## src/hw/rtl/dmdp_pkg.sv

```systemverilog
// ----------------------------------------------------------------------------
// dmdp_pkg
// Types and constants for the dual-modulus RNS dot product core.
// ----------------------------------------------------------------------------
package dmdp_pkg;

  localparam int RES_W     = 28;
  localparam int PROD_W    = 2 * RES_W;
  localparam int SUM_W     = 64;
  localparam int LANES     = 4;
  localparam int MAX_TERMS = 256;
  localparam int CNT_W     = 9;
  localparam int QDEPTH    = 2;
  localparam int QPTR_W    = 1;
  localparam int QCNT_W    = 2;
  localparam int STEP_W    = 6;
  localparam int CFG_IDX_W = 2;

  localparam logic [RES_W-1:0] MODULUS_0_RST = RES_W'(268369921);
  localparam logic [RES_W-1:0] MODULUS_1_RST = RES_W'(249561089);
  localparam logic [STEP_W-1:0] LAST_STEP    = STEP_W'(SUM_W - 1);
  localparam logic [CNT_W-1:0]  MAX_CNT      = CNT_W'(MAX_TERMS);

  // register indexes
  localparam logic [CFG_IDX_W-1:0] CFG_MODULUS_0 = CFG_IDX_W'(0);
  localparam logic [CFG_IDX_W-1:0] CFG_MODULUS_1 = CFG_IDX_W'(1);

  // lane order: row0/mod0, row1/mod0, row0/mod1, row1/mod1
  localparam int LANE_R0M0 = 0;
  localparam int LANE_R1M0 = 1;
  localparam int LANE_R0M1 = 2;
  localparam int LANE_R1M1 = 3;

  typedef struct packed {
    logic [RES_W-1:0] db_res0;
    logic [RES_W-1:0] db_res1;
    logic [RES_W-1:0] qa_row0_res0;
    logic [RES_W-1:0] qa_row0_res1;
    logic [RES_W-1:0] qa_row1_res0;
    logic [RES_W-1:0] qa_row1_res1;
    logic             last_term;
  } in_item_t;

  typedef struct packed {
    logic [RES_W-1:0] row0_mod0;
    logic [RES_W-1:0] row1_mod0;
    logic [RES_W-1:0] row0_mod1;
    logic [RES_W-1:0] row1_mod1;
    logic             sum_overflow;
  } out_item_t;

  typedef struct packed {
    logic [LANES-1:0][SUM_W-1:0] sums;
    logic                        overflow;
  } acc_entry_t;

endpackage

```

## src/hw/rtl/dmdp_back.sv

```systemverilog
// ----------------------------------------------------------------------------
// dmdp_back
// Reduces four 64-bit sums by restoring division, one bit per cycle,
// and holds the result in an output register.
// ----------------------------------------------------------------------------
module dmdp_back (
  input  logic                        clk,
  input  logic                        rst,
  input  logic                        q_empty,
  output logic                        q_pop,
  input  dmdp_pkg::acc_entry_t        q_data,
  input  logic [dmdp_pkg::RES_W-1:0]  modulus_0,
  input  logic [dmdp_pkg::RES_W-1:0]  modulus_1,
  output logic                        empty,
  input  logic                        pop,
  output dmdp_pkg::out_item_t         out_item
);
  import dmdp_pkg::*;

  typedef enum logic [2:0] {
    ST_IDLE = 3'b001,
    ST_RUN  = 3'b010,
    ST_DONE = 3'b100
  } state_t;

  state_t                      state;
  state_t                      state_next;
  logic [STEP_W-1:0]           step;
  logic [LANES-1:0][SUM_W-1:0] dividend;
  logic [LANES-1:0][RES_W-1:0] rem;
  logic [LANES-1:0][RES_W-1:0] rem_next;
  logic [LANES-1:0][RES_W-1:0] lane_mod;
  logic                        overflow;
  logic                        out_valid;
  logic                        out_load;
  logic                        m0_ok;
  logic                        m1_ok;

  assign lane_mod[LANE_R0M0] = modulus_0;
  assign lane_mod[LANE_R1M0] = modulus_0;
  assign lane_mod[LANE_R0M1] = modulus_1;
  assign lane_mod[LANE_R1M1] = modulus_1;

  always_comb begin
    logic [RES_W:0] shifted;
    shifted = '0;
    for (int i = 0; i < LANES; i++) begin
      shifted = {rem[i], dividend[i][SUM_W-1]};
      if (shifted >= {1'b0, lane_mod[i]}) begin
        shifted = shifted - {1'b0, lane_mod[i]};
      end
      rem_next[i] = shifted[RES_W-1:0];
    end
  end

  assign q_pop    = (state == ST_IDLE) & ~q_empty;
  assign out_load = (state == ST_DONE) & (~out_valid | pop);

  always_comb begin
    state_next = state;
    case (state)
      ST_IDLE: if (!q_empty) state_next = ST_RUN;
      ST_RUN:  if (step == LAST_STEP) state_next = ST_DONE;
      ST_DONE: if (out_load) state_next = ST_IDLE;
      default: state_next = ST_IDLE;
    endcase
  end

  always_ff @(posedge clk) begin
    if (rst) begin
      state <= ST_IDLE;
    end else begin
      state <= state_next;
    end
  end

  always_ff @(posedge clk) begin
    if (q_pop) begin
      dividend <= q_data.sums;
      overflow <= q_data.overflow;
      rem      <= '0;
      step     <= '0;
    end else if (state == ST_RUN) begin
      for (int i = 0; i < LANES; i++) begin
        dividend[i] <= {dividend[i][SUM_W-2:0], 1'b0};
      end
      rem  <= rem_next;
      step <= step + STEP_W'(1);
    end
  end

  // moduli below two give zero
  assign m0_ok = modulus_0 > RES_W'(1);
  assign m1_ok = modulus_1 > RES_W'(1);

  always_ff @(posedge clk) begin
    if (rst) begin
      out_valid <= 1'b0;
    end else if (out_load) begin
      out_valid <= 1'b1;
    end else if (pop) begin
      out_valid <= 1'b0;
    end
  end

  always_ff @(posedge clk) begin
    if (out_load) begin
      out_item.row0_mod0    <= m0_ok ? rem[LANE_R0M0] : '0;
      out_item.row1_mod0    <= m0_ok ? rem[LANE_R1M0] : '0;
      out_item.row0_mod1    <= m1_ok ? rem[LANE_R0M1] : '0;
      out_item.row1_mod1    <= m1_ok ? rem[LANE_R1M1] : '0;
      out_item.sum_overflow <= overflow;
    end
  end

  assign empty = ~out_valid;

endmodule

```

## config.mk

```make
export PLATFORM = sky130hd
export DESIGN_NAME = dmdp_back
export DESIGN_NICKNAME = d
export VERILOG_FILES = /design/src/hw/rtl/dmdp_pkg.sv /design/src/hw/rtl/dmdp_back.sv
export SDC_FILE = /design/constraint.sdc
export NUM_CORES = 1
export LEC_CHECK = 0
export BUFFER_PORTS_ARGS = -buffer_cell sky130_fd_sc_hd__buf_2
export CAP_MARGIN = 10
export CELL_PAD_IN_SITES_DETAIL_PLACEMENT = 0
export CELL_PAD_IN_SITES_GLOBAL_PLACEMENT = 2
export CORE_MARGIN = 4
export CORE_UTILIZATION = 38
export CTS_CLUSTER_DIAMETER = 120
export DETAILED_ROUTE_END_ITERATION = 16
export PLACE_DENSITY = 0.89
export REMOVE_ABC_BUFFERS = 1
export SKIP_CTS_REPAIR_TIMING = 1
export SYNTH_ARGS = -nofsm -noshare
export SYNTH_HDL_FRONTEND = slang
export SYNTH_SLANG_ARGS = --single-unit
```

## constraint.sdc

```tcl
create_clock -name clk -period 17.5 [get_ports clk]
set_input_delay 2.625 -clock clk [delete_from_list [all_inputs] [get_ports clk]]
set_output_delay 2.625 -clock clk [all_outputs]
set_load 0.03 [all_outputs]
```

---- After elaboration in Yosys (flattened, before gate mapping) ----
Cells that the tools add are included.
operators by class
  add/sub/neg operators ................... 5
  magnitude comparators ................... 6
  eq/ne operators ......................... 7
  mux-type cells .......................... 12
  bitwise gates (word level) .............. 5
  reduce and logical (&&, ||, !) cells .... 3
operator list
  operator                                                                count
  256-bit two-way mux                                                     2
  29-bit by 28-bit >= comparator with 1-bit output                        4
  28-bit two-way mux                                                      4
  28-bit subtractor                                                       4
  28-bit by 1-bit > comparator with 1-bit output (second input constant)  2
  3-bit two-way mux                                                       3
  3-bit case mux with 3 select lines                                      1
  6-bit by 1-bit adder with 6-bit output (second input constant)          1
  6-bit == test (second input constant)                                   1
  2-bit inequality test (second input constant)                           3
  2-bit nonzero test                                                      2
  3-bit by 1-bit == test with 1-bit output (second input constant)        1
  3-bit by 2-bit == test with 1-bit output (second input constant)        1
  3-bit == test (second input constant)                                   1
  3-bit AND reduction                                                     1
  1-bit AND                                                               2
  1-bit two-way mux                                                       2
  1-bit inverter                                                          2
  1-bit bitwise OR                                                        1
word-level totals
  bits in registers ....................... 492
  input port bits ......................... 317
  output and inout port bits .............. 115
  logic and storage cells ................. 55

---- Depth between registers and ports, before layout ----
Gate-level depths: netlist (run 1).
  word-level depth ........................ 5
  mapped depth ............................ 15
  gate-level depth less buffers ........... 15

---- Least setup slack after synthesis (run 1) ----
OpenSTA, ideal clock, no wires.
  path kind ............................... input port to flip-flop
  start point ............................. input q_empty
  end point ............................... register dividend[0] (netlist name) (enable)
  setup time .............................. 0.608 ns
  data arrival time ....................... 8.556 ns
  data required time ...................... 16.892 ns
  slack ................................... 8.336 ns
  stages .................................. 7
  buffers on the path ..................... 2
  cell sequence ........................... nand2b_1 -> or3_1 -> clkbuf_1 -> inv_1 -> nor2_1 -> clkbuf_1 -> inv_1
between the ends
  word-level cells in the longest chain between the ends .. 3
RTL lines
  element                              RTL line         source
  from (decl)                          dmdp_back.sv:9   input logic q_empty,
  1-bit inverter                       dmdp_back.sv:56  assign q_pop = (state == ST_IDLE) & ~q_empty;
  1-bit AND                            dmdp_back.sv:56
  2-bit nonzero test (no source line)  -
  to (signal assigned)                 dmdp_back.sv:79  dividend <= q_data.sums;
  to (signal, indexed assignment)      dmdp_back.sv:85  dividend[i] <= {dividend[i][SUM_W-2:0], 1'b0};
  to (decl)                            dmdp_back.sv:29  logic [LANES-1:0][SUM_W-1:0] dividend;
Every way passes these cells.
A chain may end at the register's enable or synchronous reset.

---- Worst setup path after layout (run 1) ----
  start point ............................. input q_empty
  end point ............................... output q_pop
between the ends
  word-level cells in the longest chain between the ends .. 2
RTL lines
  element         RTL line         source
  1-bit inverter  dmdp_back.sv:56
  1-bit AND       dmdp_back.sv:56
  to (decl)       dmdp_back.sv:10  output logic q_pop,
Every way passes these cells.

==> results of run 1 <==
-- area by class of cell --
type / instances / area share (%)
clock buffers: 70 / 4.816
flip-flops and latches: 492 / 44.59
inverters: 96 / 1.235
well taps: 864 / 3.556
multi-input cells: 1975 / 37.09
diodes: 21 / 0.1729
repair buffers: 446 / 7.467
clock inverters: 34 / 1.078
-- cells by family (layout without fill, tap and decap cells) --
logic type                 count (synthesis)  after routing  synth area share, %
AOI/OAI and AO/OA                        435            435                10.81
xor gates and xnor gates                  99             99                3.383
adders and majority gates                117            117                5.829
buffers and inverters                    208            646                3.315
DFF                                      492            492                52.88
muxes                                     79             79                3.090
other                                      0             21                    0
and+or+nand+nor                         1245           1245                20.69
-- registers in the layout, summed over array words and instances, names as in the netlist --
signal	flops
out_item	113
rem	112
step	6
state	3
out_valid	1
dividend	256
overflow	1
-- per-stage QoR --
stage	setup WS, ps	cell area, µm²
finish	10820	30400
CTS	10770	30340
global placement	10470	28540
detailed placement	10400	28540
global route	10710	30370
floorplan	-7243	25140
-- worst register-to-register path, stage by stage, from the launching register on --
cell and delay, ps:
dfxtp_1 410, nand2b_1 80, or3_4 370, inv_8 400, nor2_4 580, inv_8 580, buf_4 1010, buf_4 910
-- power breakdown --
| group | internal [mW] | total [mW] | switching (mW) |
|---|---|---|---|
| logic | 0.0976 | 0.286 | 0.189 |
| registers | 1.35 | 1.37 | 0.0202 |
| clock network | 0.668 | 1.15 | 0.485 |
-- cell usage after synthesis (13+ instances only) --
cell,number
ha_1,113
xnor2_1,53
inv_1,96
a21oi_1,102
o21a_1,15
nor2_1,73
a31oi_1,14
dfxtp_1,122
xor2_1,46
nand3_1,23
o21ai_0,138
mux2i_1,78
nor2b_1,126
a32oi_1,16
a21o_1,55
nor3_1,20
clkbuf_1,95
and3_1,19
edfxtp_1,370
nand2_1,908
nand4_1,21
nor4_1,17
o21bai_1,13
-- per-layer routing --
| metal | global-route usage (%) | vias up |
|---|---|---|
| met5 | 0 | - |
| met4 | 5.070 | 54 |
| met3 | 6.357 | 144 |
| met2 | 30.76 | 566 |
| met1 | 25.14 | 9426 |
| li1 | - | 10070 |
-- path summary, 6_finish.rpt --
path	startpoint	end	slack, ps	cells past startpoint
worst min register to register	overflow	out_item[0]	440	0
worst min-delay path	overflow	out_item[0]	440	0
worst max register to register	state[0]	dividend[254]	12760	7
worst max-delay path	q_empty	q_pop	10820	5
==> flow_summary.toml, run 1 <==
[logic_synthesis]
postSynthAreaPerCell_um2 = 9.582
yosysTopAreaCellShare_pct = 43.35
syn-instance-count = 2675
yosys.cell_types.count = 77
synth.cell_area_um2 = 25630
yosysSeqAreaShare_pct = 52.88
synthFlopType = "edfxtp_1"
yosys_warnings = 0
synth.area.top_cells = "edfxtp_1 (43%), nand2_1 (13%), dfxtp_1 (9.5%)"
synth_area_leader_cell = "edfxtp_1"
synthArstFlopShare_pct = 0
ys_ff_latch = 492
synth_edf_count = 370

[worst_setup_path]
cp_num_buf_inv = 3
cp_top_family = "buffers and inverters"
worstPathArrival_ps = 4060
crit_slowest_cell = "inv_8"
worst_path_largest_cell_delay_ps = 400
crit_chain = "buf_2 -> nand2b_1 -> or3_4 -> inv_8 -> buf_2"
critPathRequiredTime_ps = 14880
crit_top_cell = "buf_2"
critPathLaunchType = "input pin"
critical_path_class = "in2out"
critPathMaxFanout = 119
critPathCaptureType = "output port"

[final_layout]
mostFrequentLayoutCell = "nand2_1"
final_cell_mix = "nand2_1 (908), buf_2 (431), edfxtp_1 (370), o21ai_0 (138), nor2b_1 (126)"
fill_cells = 6513
fin_cells = 3998
multiInputGateArea_um2 = 11270
final_nets = 3501
fin_util_pct = 45.82
areaGrowthSynthToFinish_pct = 18.59
regArea_um2 = 13550
drive_gt1_share_pct = 17.80

[clock_tree]
cts.reportedPaths.clkPinSlew_ps = 60
ctsLongestPathBuffers = 3
cts-root-buf = "clkbuf_16"
cts_num_sinks = 492
cts_tree = "built"
ctsHtreeMaxLevel = 2
clock_latency_ps = 600
cts_buffers = 56

[detailed_routing]
drc = 0
via_per_inst = 5.067
vias = 20260
dr_wl_met2_um = 31820
firstDrtPassIters = 5
drt_iter0_markers = 1341
top_layer = "met5"
wl_met3_um = 5870
postRouteAntennaNets = 0
wl_met1_um = 30910
routedWlPerCell_um = 17.69
drt-total-wl_um = 70740

[power_and_ir_drop]
power_density_nw_per_um2 = 92.36
p_leak_nw = 13.99
total_power_mw = 2.807
ir_drop_mv = 0.07064

[placed_design]
routabilityCongestion = 0.8875
hpwl_um = 50790
dp_cells = 3872
port_buffers = 431

[status]
status = "complete, no violations"

[global_route]
grt_pass1_wl_um = 110500
overflow = 0
grt_pass1_vias = 20340
antenna_found_initial = 45
grt_max_degree = 120
grt_util_all_layers_pct = 19.18

[floorplan]
rows = 94
core_um2 = 66330
die-area_um2 = 71670
io_pins = 432
initial_core_util_pct = 38.64
die_h_um = 267.7
die_w_um = 267.7

[timing]
setup_violations = 0
tightest_slew_ps = 1243
maxSlewHeadroom_pct = 16.94
fin_skew_ps = 11.78
finalHoldViolCount = 0
rsz0062_at_grt = "no"
max_freq_mhz = 149.6
fin_crit_ps = 6684
slew_viol_final = 0
tns_ps = 0
timing.hold.ws_ps = 438.5
period_share_pct = 38.19

[min_path]
min_path_type = "reg2reg"

[flow_run]
drv_cap = 0
Power figures use the tool's default switching activity.
==> run 2: changes to the inputs <==
CORE_UTILIZATION = 32   (was 38)
PLACE_DENSITY = 0.8   (was 0.89)
clock period = 5.6 ns   (was 17.5 ns; I/O delays follow)
==> run 2 against run 1 <==
  * Sequential cell count unchanged
  * Clock skew increased by 11 ps
  * First-iteration DRC count decreased by 16%
  * Clock-buffer cell count increased by 7
  * Hold slack got worse by 29 ps
  * Routed wire length increased by 4.4%
  * Combinational power increased to 3.2 times the previous value
  * Critical endpoint is now rem[85]
  * Die area increased by 18%
  * Clock power increased to 3.3 times the previous value
  * Critical path type is now in2reg
  * Largest power group unchanged
  * Register-to-register slack got worse by 11000 ps
  * Highest routed layer unchanged
==> flow_summary.toml, run 2 (same netlist as run 1, synthesis figures left out) <==
[floorplan]
die-area_um2 = 84690
core_um2 = 79130
io_pins = 432
rows = 103
die_w_um = 291.0
die_h_um = 291.0
initial_core_util_pct = 32.39

[worst_setup_path]
worstSetupEndpoint = "rem[85]"
worstPathArrival_ps = 4320
reg2reg_depth = 15
critPathLaunchType = "input pin"
critPathMaxFanout = 20
rrSetupSlack_ps = 1760
cp-startpoint = "modulus_1[1]"
critPathRequiredTime_ps = 6050
critical_path_class = "in2reg"
critPathCaptureType = "register"
r2r_end = "rem[54]"
r2r_start = "dividend[127]"

[timing]
slew_viol_final = 0
period_share_pct = 69.01
maxSlewHeadroom_pct = 29.51
fin_skew_ps = 23.20
fin_crit_ps = 3864
finalHoldViolCount = 0
setup_violations = 0
tightest_slew_ps = 1057
rsz0062_at_grt = "no"
setup_ws_ps = 1736
timing.hold.ws_ps = 409.8
max_freq_mhz = 258.8

[placed_design]
hpwl_um = 53410
dp_cells = 4063
port_buffers = 431
pre_cts_ws_ps = 1126
routabilityCongestion = 0.8825

[detailed_routing]
drt-total-wl_um = 73860
drt_iter0_markers = 1122
drc = 0
routedWlPerCell_um = 17.62
vias = 20230
postRouteAntennaNets = 0
firstDrtPassIters = 5
via_per_inst = 4.824

[status]
status = "complete, no violations"

[clock_tree]
cts_num_sinks = 492
ctsLongestPathBuffers = 3
ctsHtreeMaxLevel = 2
cts_tree = "built"
cts_buffers = 57
cts.reportedPaths.clkPinSlew_ps = 60
clock_latency_ps = 610
cts-root-buf = "clkbuf_16"

[global_route]
busiest_layer = "met2"
overflow = 0
grt_pass1_wl_um = 115100
use_met2_pct = 27.78
antenna_found_initial = 50
grt_util_all_layers_pct = 16.80
grt_pass1_vias = 20680
grt_util_met1_pct = 21.35
grt_max_degree = 234
use_met3_pct = 5.852

[final_layout]
fin_cells = 4193
drive_gt1_share_pct = 17.90
multiInputGateArea_um2 = 11270
largest_register_ff_count = 256
final_nets = 3506
final_cell_mix = "nand2_1 (908), buf_2 (431), edfxtp_1 (370), o21ai_0 (138), nor2b_1 (126)"
mostFrequentLayoutCell = "nand2_1"
reg_top3 = "dividend (256), out_item (113), rem (112)"
regArea_um2 = 13550
fill_cells = 8094
regMostFlops = "dividend"
areaGrowthSynthToFinish_pct = 20.28
fin_util_pct = 38.96

[min_path]
min_path_type = "in2reg"
whs_path_depth = 1

[power_and_ir_drop]
power_density_nw_per_um2 = 291.2
ir_drop_mv = 0.2856
total_power_mw = 8.979
p_leak_nw = 13.56

[flow_run]
drv_cap = 0
[run 2: how the worst min path moves through the flow]
stage | from | to | slack [ps]
2_1_floorplan | overflow | out_item[0] | 400
3_3_place_gp | overflow | out_item[0] | 410
3_5_place_dp | overflow | out_item[0] | 420
4_1_cts | q_data[0] | overflow | 360
5_1_grt | q_data[0] | overflow | 380
6_report | q_data[0] | overflow | 410
[run 2: power breakdown]
part / switching (mW) / total [mW] / internal [mW]
sequential: 0.0641 / 4.28 / 4.21
clock: 1.54 / 3.79 / 2.25
combinational: 0.599 / 0.911 / 0.312
total: 2.21 / 8.98 / 6.77
[run 2: final cells by class]
| cell class | instances | area share [%] |
|---|---|---|
| Clock buffer | 77 | 5.106 |
| Tap cell | 1050 | 4.261 |
| Antenna cell | 25 | 0.2029 |
| Clock inverter | 28 | 1.063 |
| Multi-Input combinational cell | 1975 | 36.57 |
| Inverter | 96 | 1.218 |
| Timing Repair Buffer | 450 | 7.622 |
| Sequential cell | 492 | 43.96 |
[run 2: worst max-delay path: stages]
cell      delay (ps)
buf_2            110
inv_1            170
ha_1             280
nor2b_1          140
o21a_1           170
o21ai_0          240
a21oi_1          150
o41ai_2          270
a21oi_1          210
o311ai_4         370
a31oi_1          210
a21oi_4          390
buf_4            440
mux2i_1          230
o21ai_0           90
[run 2: routing by layer]
layer  wire length (µm)  vias up
li1                   -    10100
met1              32720     9485
met2              33830      462
met3               5657      131
met4               1334       50
met5                317        -
[run 2: metrics by stage]
stage / setup TNS (ps) / area [µm²]
after floorplan: -7276290 / 25140
after global placement: 0 / 28870
after detailed placement: 0 / 28870
after CTS: 0 / 30770
after global routing: 0 / 30790
final: 0 / 30830
