`src/hw/rtl/dmdp_pkg.sv`:
```
// ----------------------------------------------------------------------------
// dmdp_pkg
// Types and constants for the dual-modulus RNS dot product core.
// ----------------------------------------------------------------------------
package dmdp_pkg;

  localparam int RES_W     = 28;
  localparam int PROD_W    = 2 * RES_W;
  localparam int SUM_W     = 64;
  localparam int LANES     = 4;
  localparam int MAX_TERMS = 256;
  localparam int CNT_W     = 9;
  localparam int QDEPTH    = 2;
  localparam int QPTR_W    = 1;
  localparam int QCNT_W    = 2;
  localparam int STEP_W    = 6;
  localparam int CFG_IDX_W = 2;

  localparam logic [RES_W-1:0] MODULUS_0_RST = RES_W'(268369921);
  localparam logic [RES_W-1:0] MODULUS_1_RST = RES_W'(249561089);
  localparam logic [STEP_W-1:0] LAST_STEP    = STEP_W'(SUM_W - 1);
  localparam logic [CNT_W-1:0]  MAX_CNT      = CNT_W'(MAX_TERMS);

  // register indexes
  localparam logic [CFG_IDX_W-1:0] CFG_MODULUS_0 = CFG_IDX_W'(0);
  localparam logic [CFG_IDX_W-1:0] CFG_MODULUS_1 = CFG_IDX_W'(1);

  // lane order: row0/mod0, row1/mod0, row0/mod1, row1/mod1
  localparam int LANE_R0M0 = 0;
  localparam int LANE_R1M0 = 1;
  localparam int LANE_R0M1 = 2;
  localparam int LANE_R1M1 = 3;

  typedef struct packed {
    logic [RES_W-1:0] db_res0;
    logic [RES_W-1:0] db_res1;
    logic [RES_W-1:0] qa_row0_res0;
    logic [RES_W-1:0] qa_row0_res1;
    logic [RES_W-1:0] qa_row1_res0;
    logic [RES_W-1:0] qa_row1_res1;
    logic             last_term;
  } in_item_t;

  typedef struct packed {
    logic [RES_W-1:0] row0_mod0;
    logic [RES_W-1:0] row1_mod0;
    logic [RES_W-1:0] row0_mod1;
    logic [RES_W-1:0] row1_mod1;
    logic             sum_overflow;
  } out_item_t;

  typedef struct packed {
    logic [LANES-1:0][SUM_W-1:0] sums;
    logic                        overflow;
  } acc_entry_t;

endpackage

```
`src/hw/rtl/dmdp_queue.sv`:
```
// ----------------------------------------------------------------------------
// dmdp_queue
// Two-entry queue of finished sums between front and back.
// ----------------------------------------------------------------------------
module dmdp_queue (
  input  logic                         clk,
  input  logic                         rst,
  input  logic                         push,
  input  logic                         pop,
  output logic                         empty,
  output logic [dmdp_pkg::QCNT_W-1:0] count,
  input  dmdp_pkg::acc_entry_t         wr_data,
  output dmdp_pkg::acc_entry_t         rd_data
);
  import dmdp_pkg::*;

  acc_entry_t        mem [QDEPTH];
  logic [QPTR_W-1:0] wr_ptr;
  logic [QPTR_W-1:0] rd_ptr;
  logic              do_push;
  logic              do_pop;

  assign do_push = push;
  assign do_pop  = pop & (count != '0);

  always_ff @(posedge clk) begin
    if (do_push) begin
      mem[wr_ptr] <= wr_data;
    end
  end

  always_ff @(posedge clk) begin
    if (rst) begin
      wr_ptr <= '0;
      rd_ptr <= '0;
      count  <= '0;
    end else begin
      if (do_push) begin
        wr_ptr <= wr_ptr + QPTR_W'(1);
      end
      if (do_pop) begin
        rd_ptr <= rd_ptr + QPTR_W'(1);
      end
      case ({do_push, do_pop})
        2'b10:   count <= count + QCNT_W'(1);
        2'b01:   count <= count - QCNT_W'(1);
        default: count <= count;
      endcase
    end
  end

  assign rd_data = mem[rd_ptr];
  assign empty   = count == '0;

endmodule

```
`config.mk`:
```
export PLATFORM = sky130hd
export DESIGN_NAME = dmdp_queue
export DESIGN_NICKNAME = d
export VERILOG_FILES = /design/src/hw/rtl/dmdp_pkg.sv /design/src/hw/rtl/dmdp_queue.sv
export SDC_FILE = /design/constraint.sdc
export NUM_CORES = 1
export LEC_CHECK = 0
export ABC_AREA = 1
export BUFFER_PORTS_ARGS = -buffer_cell sky130_fd_sc_hd__buf_2
export CAP_MARGIN = 25
export CORE_UTILIZATION = 40
export CTS_CLUSTER_SIZE = 24
export DETAILED_ROUTE_END_ITERATION = 16
export GPL_TIMING_DRIVEN = 0
export SLEW_MARGIN = 20
export SYNTH_ARGS = -nofsm -noshare
export SYNTH_HDL_FRONTEND = slang
export SYNTH_SLANG_ARGS = --single-unit
```
`constraint.sdc`:
```
create_clock -name clk -period 30.6 [get_ports clk]
set_input_delay 1.53 -clock clk [delete_from_list [all_inputs] [get_ports clk]]
set_output_delay 1.53 -clock clk [all_outputs]
set_load 0.05 [all_outputs]
```
# --- Yosys cells after proc, flatten, opt, wreduce, memory -nomap -nowiden ---
# Memory sizes are Yosys's and may differ from the RTL's. A register that Yosys moved wholly into a read port is not among the register bits.
# Cells that the tools add are included.
# Widths: inputs -> output; s select.
totals:
  elab_cells: 19
  output_inout_bits: 260
  regBits: 4
  memories: 1
  in_bits: 261
  ramBits: 514
mem_list:
  columns: ["memory", "depth", "word_bits", "read_ports", "rd_ports_with_merged_regs", "wr", "line_no", "source"]
  rows:
  - ["mem", 2, 257, 1, 1, 1, "dmdp_queue.sv:17", "acc_entry_t mem [QDEPTH];"]
classes:
  addsub: 4
  n_bitwise: 1
  n_eq_ne: 2
  n_reduce_logical: 3
  mux: 5
ops:
  columns: ["cell", "count"]
  rows:
  - ["$mux 1", 4]
  - ["$pmux 2 s2", 1]
  - ["$reduce_bool 2->1", 2]
  - ["$add 1x1->1 const B", 2]
  - ["$add 2x1->2 const B", 1]
  - ["$eq 2x1->1 const B", 1]
  - ["$eq 2x2->1 const B", 1]
  - ["$logic_not 2->1", 1]
  - ["$sub 2x1->2 const B", 1]
  - ["$and 1x1->1", 1]

# --- Depth between registers and ports, before layout ---
# Gate-level depths: netlist of run 1.
depth:
  ltp_word: 4
  mapped_depth: 8

# --- Least setup slack after synthesis of run 1 ---
# No wires, ideal clock.
synth_path:
  path_type: "input port to flip-flop"
  start: "in push"
  end: "mem mem[0][0] (netlist bit) (enable)"
  n_path_buf: 0
  path_slack_ns: 17.369
  path_stages: 2
  required_ns: 29.713
  arrival_ns: 12.344
  cell_sequence: "inv_1 nor2_1"
synth_between:
  elab_chain_cells: 2
synth_lines:
  columns: ["element", "line_no", "source"]
  rows:
  - ["start, declared", "dmdp_queue.sv:8", "input logic push,"]
  - ["$mux 1", "dmdp_queue.sv:27", "if (do_push) begin"]
  - ["$mux 1 (not written as such)", "dmdp_queue.sv:28", "mem[wr_ptr] <= wr_data;"]
  - ["end, declared", "dmdp_queue.sv:17", null]
# No other way between the ends.

==> impl_results.html, run 1 <==
<table>
<tr><th>Metric</th><th>Value</th></tr>
<tr><th colspan="2">Status</th></tr>
<tr><td>Status</td><td>complete, no violations</td></tr>
<tr><th colspan="2">Die</th></tr>
<tr><td>Core ar.</td><td>a little under 50,000 µm²</td></tr>
<tr><td>Effective utilization at floorplan</td><td>40.50%</td></tr>
<tr><td>Number of top-level pins</td><td>521</td></tr>
<tr><td>Die Y-Extent</td><td>~220 µm</td></tr>
<tr><td>Total die area</td><td>50,350 µm²</td></tr>
<tr><td>Std-Cell Rows</td><td>81</td></tr>
<tr><td>Width of the die</td><td>224.4 µm</td></tr>
<tr><th colspan="2">Final layout</th></tr>
<tr><td>Layout cell share with drive strength beyond 1</td><td>61.08%</td></tr>
<tr><td>Post-layout instance count excluding filler cells</td><td>around 2.1k</td></tr>
<tr><td>Finished Core Util</td><td>between 50% and 60%</td></tr>
<tr><td># nets final</td><td>1,688</td></tr>
<tr><td>Syn-to-layout area delta</td><td>27.78%</td></tr>
<tr><td>Final non-filler cell area</td><td>between 20,000 and 30,000 µm²</td></tr>
<tr><th colspan="2">Job</th></tr>
<tr><td>Count of max-cap constraint violations</td><td>0</td></tr>
<tr><th colspan="2">Routing</th></tr>
<tr><td>Routed vias/inst</td><td>between 4 and 5</td></tr>
<tr><td>DRT Pass-1 Iters</td><td>4</td></tr>
<tr><td>Routed wire per std cell</td><td>just under 20 µm</td></tr>
<tr><td>Number of design-rule violations left by the first detailed-router iteration</td><td>approximately 360</td></tr>
<tr><td>Final routed wirelength across all metal layers</td><td>about 42,000 µm</td></tr>
<tr><td>Via count of the routed design</td><td>between 9k and 10k</td></tr>
<tr><td>Number of design rule violations left after detail routing</td><td>0</td></tr>
<tr><td>Count of antenna-violating nets left after detailed routing</td><td>0</td></tr>
<tr><th colspan="2">STA</th></tr>
<tr><td>Final Hold Violating Endpoints</td><td>0</td></tr>
<tr><td>Achievable frequency</td><td>0.2837 GHz</td></tr>
<tr><td>Relative slew slack</td><td>a little under three fifths</td></tr>
<tr><td>Count of pins over their slew limit</td><td>0</td></tr>
<tr><td>Post-route clock skew</td><td>approximately 0.023 ns</td></tr>
<tr><td>Final Cycle Share</td><td>a little under an eighth</td></tr>
<tr><td>Measured slew at the worst slew-check pin</td><td>about 0.64 ns</td></tr>
<tr><td>Worst slack on hold paths</td><td>about 0.53 ns</td></tr>
<tr><td>Final critical path time including I/O delays and setup</td><td>about 3.5 ns</td></tr>
<tr><td>Accumulated negative setup slack</td><td>0 ns</td></tr>
<tr><td>Setup repair after global routing missed its margin</td><td>false</td></tr>
<tr><td>Number of failing setup endpoints in the final timing report</td><td>0</td></tr>
<tr><th colspan="2">Global route</th></tr>
<tr><td>Vias in the first global route</td><td>just over 10k</td></tr>
<tr><td>Leftover overflow at the end of global routing</td><td>0</td></tr>
<tr><td>Largest net degree at the start of global routing</td><td>a little under 100</td></tr>
<tr><td>Global-route usage over all layers</td><td>16.12%</td></tr>
<tr><td>Number of antenna violations at the first check in global routing</td><td>10</td></tr>
<tr><td>First-pass GRT wire length</td><td>about 60,000 µm</td></tr>
<tr><th colspan="2">Synthesis</th></tr>
<tr><td>Syn_area_per_cell</td><td>23.69 µm²</td></tr>
<tr><td>Register bit count reported by yosys</td><td>519</td></tr>
<tr><td>Post-synthesis cell type with the largest combined area</td><td>edfxtp_1</td></tr>
<tr><td>Fraction of the yosys area taken by sequential cells</td><td>78.52%</td></tr>
<tr><td>Number of nets produced by synthesis</td><td>1,097</td></tr>
<tr><td>Top post-synthesis cells by area</td><td>edfxtp_1 (78%), mux2_4 (17%), mux2_2 (1.5%)</td></tr>
<tr><td>Number of distinct library cell variants in the gate-level netlist after synthesis</td><td>16</td></tr>
<tr><td>Area share of the largest cell type after synthesis</td><td>between 70% and 80%</td></tr>
<tr><td>Post-synthesis instance area</td><td>between 15,000 and 20,000 µm²</td></tr>
<tr><td>Number of cells produced by synthesis</td><td>around 840</td></tr>
<tr><td>Synth warn</td><td>0</td></tr>
<tr><th colspan="2">Hold path</th></tr>
<tr><td>Worst Hold Depth</td><td>2</td></tr>
<tr><td>Tightest Hold Check Type</td><td>register to register</td></tr>
<tr><td>Start point of the worst hold path</td><td>rd_ptr</td></tr>
<tr><th colspan="2">Critical path</th></tr>
<tr><td>Destination of the worst register-to-register timing path</td><td>mem[0][101]</td></tr>
<tr><td>Required time of the critical path</td><td>between 20 and 30 ns</td></tr>
<tr><td>Max Fanout on Critical Path</td><td>10</td></tr>
<tr><td>Type of the setup path with the least slack</td><td>register to primary output</td></tr>
<tr><td>Worst reg2reg setup slack</td><td>~29 ns</td></tr>
<tr><td>R2R Path Start</td><td>wr_ptr</td></tr>
<tr><td>Endpoint arrival time on the critical path</td><td>1.99 ns</td></tr>
<tr><td>Startpoint kind of the worst setup timing path</td><td>register</td></tr>
<tr><td>Depth of the worst register-to-register path</td><td>5</td></tr>
<tr><td>Nature of the critical path endpoint</td><td>primary output</td></tr>
<tr><th colspan="2">Clock tree</th></tr>
<tr><td>Number of buffers inserted during clock tree synthesis</td><td>54</td></tr>
<tr><td>Number of sinks on the clock net</td><td>between 500 and 600</td></tr>
<tr><td>Post-cts hold buffer count</td><td>0</td></tr>
<tr><td>Clk buf depth</td><td>3</td></tr>
<tr><td>Worst-Skew Late Latency</td><td>0.58 ns</td></tr>
<tr><td>Clock-pin slew reported for the worst setup and hold paths after clock tree synthesis</td><td>around 0.07 ns</td></tr>
<tr><td>Post-CTS Resized</td><td>0</td></tr>
<tr><td>CTS tree</td><td>yes</td></tr>
<tr><td>Clock Root Buffer</td><td>clkbuf_16</td></tr>
<tr><td>Postcts setup bufs</td><td>0</td></tr>
<tr><td>CTS H-Tree Depth</td><td>2</td></tr>
<tr><th colspan="2">Power</th></tr>
<tr><td>Leakage power of the design</td><td>9.929 nW</td></tr>
<tr><td>Highest ir drop seen on vdd</td><td>a little over 0.05 mV</td></tr>
<tr><td>Total power density per cell area</td><td>72.08 nW/µm²</td></tr>
<tr><th colspan="2">Place</th></tr>
<tr><td>Area post-placement</td><td>23,620 µm²</td></tr>
<tr><td>Half-perimeter wire length of the detailed placement result</td><td>29,670 µm</td></tr>
<tr><td>Dpl cells</td><td>between 2k and 2.5k</td></tr>
<tr><td># port buffers</td><td>520</td></tr>
<tr><td>Routability-driven placement congestion ratio</td><td>approximately 0.73</td></tr>
</table>
cells in the final DEF (no fill, tap or decap):
cell        synthesis  routed
nand4_1             1       1
clkbuf_8            0       2
inv_1               7       6
clkbuf_16           0      55
mux2_2             27      27
o21ai_0             1       1
diode_2             0       4
nor2_4              0       1
buf_6              15      15
nor3_1              1       1
clkinv_2            0      11
clkinvlp_4          0       1
nor2_1             11      10
edfxtp_1          514     514
a21oi_1             1       1
clkbuf_1            0       8
buf_2               2     522
clkinv_1            0      16
nand2_1             7       7
mux2_4            230     230
buf_16              0      11
ha_1                1       1
inv_6               0       1
inv_8               0       1
bufinv_16           0       3
buf_8              11      11
dfxtp_1             5       5
buf_12              1       5
flip-flops by register name, indices dropped and copies added, names as in the netlist, named ones only:
register  count
mem         514
count         2
rd_ptr        1
wr_ptr        1
worst max-delay path, stage by stage, from the launching register on:
cell and delay [ns]:
dfxtp_1 0.32, buf_6 0.13, buf_8 0.21, buf_8 0.20, mux2_4 0.32, buf_2 0.22
where the power goes:
group	internal (mW)	switching, mW	leakage, nW
Sequential	0.824	0.00897	4.87
Clock	0.356	0.258	0.817
Combinational	0.127	0.248	4.25
Total	1.31	0.516	9.93
through the flow:
step,setup WS (ns),power [mW]
finish,27.08,1.822
global route,26.95,1.888
detailed placement,27.15,1.228
global placement,10.57,1.236
floorplan,17.37,1.145
CTS,26.99,1.848
worst max-delay path by stage:
stage	startpoint	endpoint	slack, ns	cells past startpoint
finish	register	rd_data[167]	27.08	5
global route	register	rd_data[120]	26.95	5
CTS	register	rd_data[163]	26.99	5
detailed placement	push	mem[0][32]	27.15	7
global placement	push	mem[0][204]	10.57	3
floorplan	push	mem[0][0]	17.37	2
layer usage:
layer | vias to the layer above | part of all wire (%) | track usage [%] | wire, µm
met5 | - | 0.13 | 0 | 55
met4 | 8 | 2.4 | 5.047 | 1012
met3 | 78 | 8.5 | 6.231 | 3571
met2 | 330 | 52 | 28.29 | 21700
met1 | 4910 | 37 | 17.95 | 15660
li1 | 4519 | - | - | -
final cells by class:
type / instances / area, µm²
fillers: 4046 / 23570
flip-flops and latches: 519 / 15530
multi-input cells: 280 / 3866
repair buffers: 535 / 2985
clock buffers: 65 / 1434
well taps: 664 / 830.8
plain buffers: 29 / 364.1
clock inverters: 32 / 221.5
inverters: 7 / 33.78
diodes: 4 / 10.01
cell usage after synthesis, drive strengths merged:
cell type and number:
a21oi 1, buf 29, dfxtp 5, edfxtp 514, ha 1, inv 7, mux2 257, nand2 7
nand4 1, nor2 11, nor3 1, o21ai 1
cell families (layout without fill, tap and decap cells):
kind of cell / Yosys count / count (layout) / share of synthesized area, %
flops: 519 / 519 / 78.52
mux: 257 / 257 / 18.99
buf+inv: 36 / 668 / 1.973
simple gates: 20 / 20 / 0.3985
compound gates: 2 / 2 / 0.05055
fa+ha+maj: 1 / 1 / 0.06323
other cells: 0 / 4 / 0
No activity file was read; power rests on OpenSTA's default activity.
==> inputs of run 2 (changes only) <==
- PLACE_DENSITY: unset -> 0.66
- clock period: 30.6 -> 3.1 ns (I/O delays scaled with it)
==> run 2 against run 1 <==
  * Clock power grew to 10 times the previous value
  * Total power grew to 10 times the previous value
  * Hold slack worse by 0.41 ns
  * Largest cell class unchanged
  * Highest routed layer unchanged
==> impl_results.html, run 2 (synthesis results as in run 1) <==
<table>
<tr><th>Metric</th><th>Value</th></tr>
<tr><th colspan="2">Final layout</th></tr>
<tr><td>Top register by number of flip-flops</td><td>mem</td></tr>
<tr><td># nets final</td><td>roughly 2k</td></tr>
<tr><td>Largest registers ranked by flip-flop count</td><td>mem: 514 flops, count: 2 flops</td></tr>
<tr><td>Post-layout instance count excluding filler cells</td><td>approximately 2.4k</td></tr>
<tr><td>Layout cell share with drive strength beyond 1</td><td>52.16%</td></tr>
<tr><td>Commonest non-fill, non-tap cells in the layout</td><td>buf_2 (522), edfxtp_1 (514), dlygate4sd3_1 (260)</td></tr>
<tr><td>Fillers</td><td>~3.7k</td></tr>
<tr><td>Max reg flops</td><td>514</td></tr>
<tr><td>Commonest non-fill, non-tap cell in the layout</td><td>buf_2</td></tr>
<tr><td>Syn-to-layout area delta</td><td>41.47%</td></tr>
<tr><td>Finished Core Util</td><td>a little under three fifths</td></tr>
<tr><th colspan="2">Power</th></tr>
<tr><td>Total power density per cell area</td><td>657.1 nW/µm²</td></tr>
<tr><td>Highest ir drop seen on vdd</td><td>0.6038 mV</td></tr>
<tr><td>Leakage power of the design</td><td>11.05 nW</td></tr>
<tr><td>Total power</td><td>around 18 mW</td></tr>
<tr><th colspan="2">Die</th></tr>
<tr><td>Std-Cell Rows</td><td>slightly above 80</td></tr>
<tr><td>Effective utilization at floorplan</td><td>40.50%</td></tr>
<tr><td>Core ar.</td><td>~49,000 µm²</td></tr>
<tr><td>Die Y-Extent</td><td>~220 µm</td></tr>
<tr><td>Total die area</td><td>just over 50,000 µm²</td></tr>
<tr><td>Number of top-level pins</td><td>around 520</td></tr>
<tr><td>Width of the die</td><td>approximately 220 µm</td></tr>
<tr><th colspan="2">Routing</th></tr>
<tr><td>Number of design-rule violations left by the first detailed-router iteration</td><td>approximately 470</td></tr>
<tr><td>Routed vias/inst</td><td>between 4 and 5</td></tr>
<tr><td>Count of antenna-violating nets left after detailed routing</td><td>0</td></tr>
<tr><td>Met3 layer wire length in the routed design</td><td>3053 µm</td></tr>
<tr><td>Met2 wire length</td><td>around 24,000 µm</td></tr>
<tr><td>Routed wire per std cell</td><td>around 19 µm</td></tr>
<tr><td>Total routed wire length on the met1 layer</td><td>roughly 17,000 µm</td></tr>
<tr><td>Via count of the routed design</td><td>approximately 11k</td></tr>
<tr><td>Final routed wirelength across all metal layers</td><td>about 45,000 µm</td></tr>
<tr><td>DRT Pass-1 Iters</td><td>4</td></tr>
<tr><td>Number of design rule violations left after detail routing</td><td>0</td></tr>
<tr><td>Highest routed layer</td><td>met5</td></tr>
<tr><th colspan="2">Critical path</th></tr>
<tr><td>Type of the setup path with the least slack</td><td>register to register</td></tr>
<tr><td>Endpoint arrival time on the critical path</td><td>2.65 ns</td></tr>
<tr><td>Worst setup path endpoint</td><td>mem[0][34]</td></tr>
<tr><td>Depth of the worst register-to-register path</td><td>6</td></tr>
<tr><td>Startpoint kind of the worst setup timing path</td><td>register</td></tr>
<tr><td>Critical Path Most Common Cell</td><td>buf_12</td></tr>
<tr><td>Crit-path slowest cell</td><td>nor2_4</td></tr>
<tr><td>Required time of the critical path</td><td>between 3 and 4 ns</td></tr>
<tr><td>Worst reg2reg setup slack</td><td>0.73 ns</td></tr>
<tr><td>Critical path startpoint</td><td>wr_ptr</td></tr>
<tr><td>Destination of the worst register-to-register timing path</td><td>mem[0][34]</td></tr>
<tr><td>Max Fanout on Critical Path</td><td>25</td></tr>
<tr><td>Crit-path max cell delay</td><td>roughly 0.56 ns</td></tr>
<tr><td>Nature of the critical path endpoint</td><td>register</td></tr>
<tr><td>Cell-by-cell trace of the critical path</td><td>nor2_4, buf_12, buf_12, buf_12, buf_12, buf_12</td></tr>
<tr><td>R2R Path Start</td><td>wr_ptr</td></tr>
<tr><th colspan="2">Clock tree</th></tr>
<tr><td>Clock Root Buffer</td><td>clkbuf_16</td></tr>
<tr><td>Post-cts hold buffer count</td><td>260</td></tr>
<tr><td>CTS H-Tree Depth</td><td>2</td></tr>
<tr><td>Number of sinks on the clock net</td><td>519</td></tr>
<tr><td>Clk buf depth</td><td>3</td></tr>
<tr><td>CTS tree</td><td>yes</td></tr>
<tr><td>Post-CTS Resized</td><td>0</td></tr>
<tr><td>Postcts setup bufs</td><td>0</td></tr>
<tr><td>Number of buffers inserted during clock tree synthesis</td><td>53</td></tr>
<tr><td>Clock-pin slew reported for the worst setup and hold paths after clock tree synthesis</td><td>approximately 0.060 ns</td></tr>
<tr><td>Worst-Skew Late Latency</td><td>about 0.58 ns</td></tr>
<tr><th colspan="2">STA</th></tr>
<tr><td>Final critical path time including I/O delays and setup</td><td>between 2 and 2.5 ns</td></tr>
<tr><td>Crit path setup slack, layout</td><td>about 0.73 ns</td></tr>
<tr><td>Post-route clock skew</td><td>0.009909 ns</td></tr>
<tr><td>Worst slack on hold paths</td><td>0.1160 ns</td></tr>
<tr><td>Count of pins over their slew limit</td><td>0</td></tr>
<tr><td>Final Hold Violating Endpoints</td><td>0</td></tr>
<tr><td>Setup repair after global routing missed its margin</td><td>false</td></tr>
<tr><td>Measured slew at the worst slew-check pin</td><td>0.7297 ns</td></tr>
<tr><td>Number of failing setup endpoints in the final timing report</td><td>0</td></tr>
<tr><td>Relative slew slack</td><td>around 51%</td></tr>
<tr><td>Final Cycle Share</td><td>76.40%</td></tr>
<tr><td>Achievable frequency</td><td>approximately 0.42 GHz</td></tr>
<tr><th colspan="2">Global route</th></tr>
<tr><td>Global-route usage over all layers</td><td>around 17%</td></tr>
<tr><td>First-pass GRT wire length</td><td>between 60,000 and 70,000 µm</td></tr>
<tr><td>Leftover overflow at the end of global routing</td><td>0</td></tr>
<tr><td>Vias in the first global route</td><td>roughly 12k</td></tr>
<tr><td>Largest net degree at the start of global routing</td><td>33</td></tr>
<tr><td>Number of antenna violations at the first check in global routing</td><td>7</td></tr>
<tr><th colspan="2">Place</th></tr>
<tr><td>Routability-driven placement congestion ratio</td><td>around 0.75</td></tr>
<tr><td># port buffers</td><td>520</td></tr>
<tr><td>Worst slack, placed</td><td>about 0.63 ns</td></tr>
<tr><td>Dpl cells</td><td>2,040</td></tr>
<tr><td>Half-perimeter wire length of the detailed placement result</td><td>roughly 30,000 µm</td></tr>
<tr><th colspan="2">Status</th></tr>
<tr><td>Status</td><td>complete, no violations</td></tr>
<tr><th colspan="2">Job</th></tr>
<tr><td>Count of max-cap constraint violations</td><td>0</td></tr>
<tr><th colspan="2">Hold path</th></tr>
<tr><td>Tightest Hold Check Type</td><td>input pin to register</td></tr>
</table>
## run 2: worst min path at each step
stage / endpoint / depth (start not counted) / slack, ns / from
3_3_place_gp: wr_ptr / 2 / 0.33 / rst
5_1_grt: count[0] / 4 / 0.16 / push
4_1_cts: count[0] / 4 / 0.08 / push
2_1_floorplan: wr_ptr / 1 / 0.23 / rst
3_5_place_dp: wr_ptr / 2 / 0.34 / rst
6_report: count[0] / 4 / 0.12 / push
## run 2: critical path: cells and delay by family (launching register included)
kind,cells,cell delay [ns]
AND/OR/NAND/NOR,1,0.56
buffers and inverters,5,1.13
flip-flops,1,0.34
## run 2: area by class of cell
class	instances	area, µm²	area share, %
buffer	29	364.1	1.301
tap	664	830.8	2.968
antenna	3	7.507	0.02682
multi-input combinational	280	3869	13.82
inverter	7	30.03	0.1073
sequential	519	15540	55.51
clock inverter	30	251.5	0.8986
timing repair buffer	801	5670	20.26
clock buffer	69	1429	5.105
## run 2: through the flow
step,area (µm²),setup TNS (ns)
6_report,27990,0
5_1_grt,27990,0
4_1_cts,27980,0
3_5_place_dp,23700,0
3_3_place_gp,23230,-1962.97
2_1_floorplan,19800,-763.99
## run 2: layer usage
layer	up-vias	GRT usage, %
li1	5054	-
met2	397	30.84
met5	-	0
met1	5477	19.21
met4	8	8.514
met3	107	4.598
## run 2: report_power, final
part           internal, mW  switching (mW)  total (mW)
clock network          3.58            2.58        6.16
registers              8.14          0.0943        8.23
logic                  1.47            2.53        4.00
==> inputs of run 3 (changes only) <==
- PLACE_DENSITY: 0.66 -> unset
- clock period: 3.1 -> 2.5 ns (I/O delays scaled with it)
==> run 3 against run 2 <==
  * Sequential cell count stayed put
  * Clock power is 25% higher
  * Wire length is 0.44% lower
  * Clock skew is 0.0013 ns higher
  * Global-route usage hardly changed
  * Critical path depth is 1 lower
  * Register-to-register slack worse by 0.32 ns
  * Utilization is 0.29 points higher
  * Largest power group unchanged
  * Count of clock-buffer cells in the layout is 11 higher
==> impl_results.html, run 3 (synthesis results as in run 1) <==
<table>
<tr><th>Metric</th><th>Value</th></tr>
<tr><th colspan="2">Status</th></tr>
<tr><td>Status</td><td>complete, no violations</td></tr>
<tr><th colspan="2">Global route</th></tr>
<tr><td>Number of antenna violations at the first check in global routing</td><td>5</td></tr>
<tr><td>Busiest grt layer</td><td>met2</td></tr>
<tr><td>Met1 Track Usage GR</td><td>about a fifth</td></tr>
<tr><td>Leftover overflow at the end of global routing</td><td>0</td></tr>
<tr><td>Global-route usage over all layers</td><td>~17%</td></tr>
<tr><td>Largest net degree at the start of global routing</td><td>32</td></tr>
<tr><td>Global Route met2 Usage</td><td>31.70%</td></tr>
<tr><td>Vias in the first global route</td><td>11.56k</td></tr>
<tr><td>First-pass GRT wire length</td><td>65,770 µm</td></tr>
<tr><td>Met3 Resource Use GR</td><td>5.617%</td></tr>
<tr><th colspan="2">Routing</th></tr>
<tr><td>Number of design-rule violations left by the first detailed-router iteration</td><td>approximately 350</td></tr>
<tr><td>Routed wire per std cell</td><td>~19 µm</td></tr>
<tr><td>Final routed wirelength across all metal layers</td><td>about 45,000 µm</td></tr>
<tr><td>Count of antenna-violating nets left after detailed routing</td><td>0</td></tr>
<tr><td>Via count of the routed design</td><td>~11k</td></tr>
<tr><td>Routed vias/inst</td><td>approximately 4.5</td></tr>
<tr><td>Number of design rule violations left after detail routing</td><td>0</td></tr>
<tr><td>DRT Pass-1 Iters</td><td>4</td></tr>
<tr><th colspan="2">Final layout</th></tr>
<tr><td>Syn-to-layout area delta</td><td>42.20%</td></tr>
<tr><td>Layout cell share with drive strength beyond 1</td><td>approximately 52%</td></tr>
<tr><td>Finished Core Util</td><td>about 58%</td></tr>
<tr><td>Commonest non-fill, non-tap cell in the layout</td><td>buf_2</td></tr>
<tr><td>Fillers</td><td>about 3.8k</td></tr>
<tr><td>Post-layout instance count excluding filler cells</td><td>2,403</td></tr>
<tr><td>Largest registers ranked by flip-flop count</td><td>mem: 514 flops, count: 2 flops</td></tr>
<tr><td>Area of the multi-input gates</td><td>3869 µm²</td></tr>
<tr><td># nets final</td><td>between 1.5k and 2k</td></tr>
<tr><td>Commonest non-fill, non-tap cells in the layout</td><td>buf_2 (522), edfxtp_1 (514), dlygate4sd3_1 (260)</td></tr>
<tr><td>Register cell area after layout</td><td>about 16,000 µm²</td></tr>
<tr><td>Top register by number of flip-flops</td><td>mem</td></tr>
<tr><td>Max reg flops</td><td>approximately 510</td></tr>
<tr><td>Final non-filler cell area</td><td>roughly 28,000 µm²</td></tr>
<tr><th colspan="2">Job</th></tr>
<tr><td>Count of max-cap constraint violations</td><td>0</td></tr>
<tr><th colspan="2">Place</th></tr>
<tr><td>Worst slack, placed</td><td>~0.34 ns</td></tr>
<tr><td>Dpl cells</td><td>about 2k</td></tr>
<tr><td>Routability-driven placement congestion ratio</td><td>between 0.7 and 0.8</td></tr>
<tr><td># port buffers</td><td>520</td></tr>
<tr><td>Area post-placement</td><td>23,810 µm²</td></tr>
<tr><td>Half-perimeter wire length of the detailed placement result</td><td>about 31,000 µm</td></tr>
<tr><th colspan="2">Die</th></tr>
<tr><td>Core ar.</td><td>around 50,000 µm²</td></tr>
<tr><td>Die Y-Extent</td><td>between 200 and 250 µm</td></tr>
<tr><td>Std-Cell Rows</td><td>roughly 80</td></tr>
<tr><td>Total die area</td><td>between 50,000 and 60,000 µm²</td></tr>
<tr><td>Effective utilization at floorplan</td><td>about two fifths</td></tr>
<tr><td>Number of top-level pins</td><td>about 520</td></tr>
<tr><td>Width of the die</td><td>roughly 220 µm</td></tr>
<tr><th colspan="2">Critical path</th></tr>
<tr><td>Worst reg2reg setup slack</td><td>approximately 0.41 ns</td></tr>
<tr><td>Max Fanout on Critical Path</td><td>10</td></tr>
<tr><td>Type of the setup path with the least slack</td><td>register to primary output</td></tr>
<tr><td>Crit-path max cell delay</td><td>between 0.3 and 0.4 ns</td></tr>
<tr><td>Buffering stage count on the worst path with inverters included</td><td>4</td></tr>
<tr><td>Startpoint kind of the worst setup timing path</td><td>register</td></tr>
<tr><td>Required time of the critical path</td><td>between 2 and 2.5 ns</td></tr>
<tr><td>Depth of the worst register-to-register path</td><td>6</td></tr>
<tr><td>Crit-path slowest cell</td><td>mux2_4</td></tr>
<tr><td>Nature of the critical path endpoint</td><td>primary output</td></tr>
<tr><td>Cell family with most CP delay</td><td>buffers and inverters</td></tr>
<tr><td>Endpoint arrival time on the critical path</td><td>between 2 and 2.5 ns</td></tr>
<tr><td>Destination of the worst register-to-register timing path</td><td>mem[0][108]</td></tr>
<tr><td>Cell-by-cell trace of the critical path</td><td>buf_6, buf_8, buf_8, mux2_4, buf_2</td></tr>
<tr><td>R2R Path Start</td><td>wr_ptr</td></tr>
<tr><td>Critical Path Most Common Cell</td><td>buf_8</td></tr>
<tr><th colspan="2">Power</th></tr>
<tr><td>Leakage power of the design</td><td>11.11 nW</td></tr>
<tr><td>Highest ir drop seen on vdd</td><td>a little over 0.7 mV</td></tr>
<tr><td>Total power density per cell area</td><td>814.7 nW/µm²</td></tr>
<tr><th colspan="2">STA</th></tr>
<tr><td>Final Cycle Share</td><td>between 80% and 90%</td></tr>
<tr><td>Post-route clock skew</td><td>0.01126 ns</td></tr>
<tr><td>Final Hold Violating Endpoints</td><td>0</td></tr>
<tr><td>Number of failing setup endpoints in the final timing report</td><td>0</td></tr>
<tr><td>Worst slack on hold paths</td><td>roughly 0.075 ns</td></tr>
<tr><td>Crit path setup slack, layout</td><td>0.3287 ns</td></tr>
<tr><td>Final critical path time including I/O delays and setup</td><td>2.171 ns</td></tr>
<tr><td>Relative slew slack</td><td>61.72%</td></tr>
<tr><td>Count of pins over their slew limit</td><td>0</td></tr>
<tr><td>Measured slew at the worst slew-check pin</td><td>roughly 0.57 ns</td></tr>
<tr><td>Setup repair after global routing missed its margin</td><td>false</td></tr>
<tr><td>Achievable frequency</td><td>between 0.4 and 0.5 GHz</td></tr>
<tr><th colspan="2">Hold path</th></tr>
<tr><td>Tightest Hold Check Type</td><td>input pin to register</td></tr>
<tr><td>Endpoint, Worst Hold</td><td>count[0]</td></tr>
<tr><td>Worst Hold Depth</td><td>4</td></tr>
<tr><td>Start point of the worst hold path</td><td>push</td></tr>
<tr><th colspan="2">Clock tree</th></tr>
<tr><td>Worst-Skew Late Latency</td><td>just under 0.6 ns</td></tr>
<tr><td>Number of buffers inserted during clock tree synthesis</td><td>54</td></tr>
<tr><td>CTS H-Tree Depth</td><td>2</td></tr>
<tr><td>Clock Root Buffer</td><td>clkbuf_16</td></tr>
<tr><td>Number of sinks on the clock net</td><td>519</td></tr>
<tr><td>Clk buf depth</td><td>3</td></tr>
<tr><td>Postcts setup bufs</td><td>0</td></tr>
<tr><td>CTS tree</td><td>yes</td></tr>
<tr><td>Clock-pin slew reported for the worst setup and hold paths after clock tree synthesis</td><td>roughly 0.06 ns</td></tr>
</table>
[run 3: layout make-up]
cell class,instances,area share (%)
tap,664,2.953
timing repair buffer,804,20.56
inverter,7,0.1067
multi-input combinational,280,13.75
clock inverter,17,0.6716
antenna,3,0.02669
clock buffer,80,5.413
buffer,29,1.294
sequential,519,55.23
[run 3: how the worst max path moves through the flow]
stage / cells past startpoint / slack, ns / to
after floorplan: 2 / -2.14 / mem[1][0]
after global placement: 2 / -4.81 / mem[1][158]
after detailed placement: 8 / 0.34 / mem[0][158]
after CTS: 5 / 0.22 / rd_data[117]
after global routing: 5 / 0.22 / rd_data[117]
final: 5 / 0.33 / rd_data[117]
[run 3: where the power goes]
group	internal, mW	total [mW]	switching, mW
registers	10.1	10.2	0.116
logic	1.85	5.00	3.15
clock network	4.61	7.72	3.11
total	16.5	22.9	6.37
[run 3: worst reg2reg max path, stage by stage (launching register included)]
cell and delay [ns]:
dfxtp_2 0.34, nor2_4 0.45, buf_16 0.24, buf_16 0.19, buf_12 0.19, buf_16 0.20
buf_16 0.18
[run 3: routing by layer]
metal	vias to the layer above	share of wire [%]	routed length [µm]
li1	5059	-	-
met1	5348	37	16730
met2	345	53	23770
met3	85	7.3	3283
met4	6	2.6	1147
met5	-	0.087	39
[run 3: through the flow]
stage | setup TNS [ns] | total power, mW
global route | 0 | 23.66
detailed placement | 0 | 15.08
global placement | -2362.20 | 15.00
floorplan | -1072.99 | 13.93
CTS | 0 | 23.18
finish | 0 | 22.92
[run 3: what timing repair did]
item                                    in CTS  in global routing
gates resized for setup                      0                  0
endpoints found under the hold margin      519                  0
endpoints found under the setup margin       0                  0
hold buffers                               260                  0
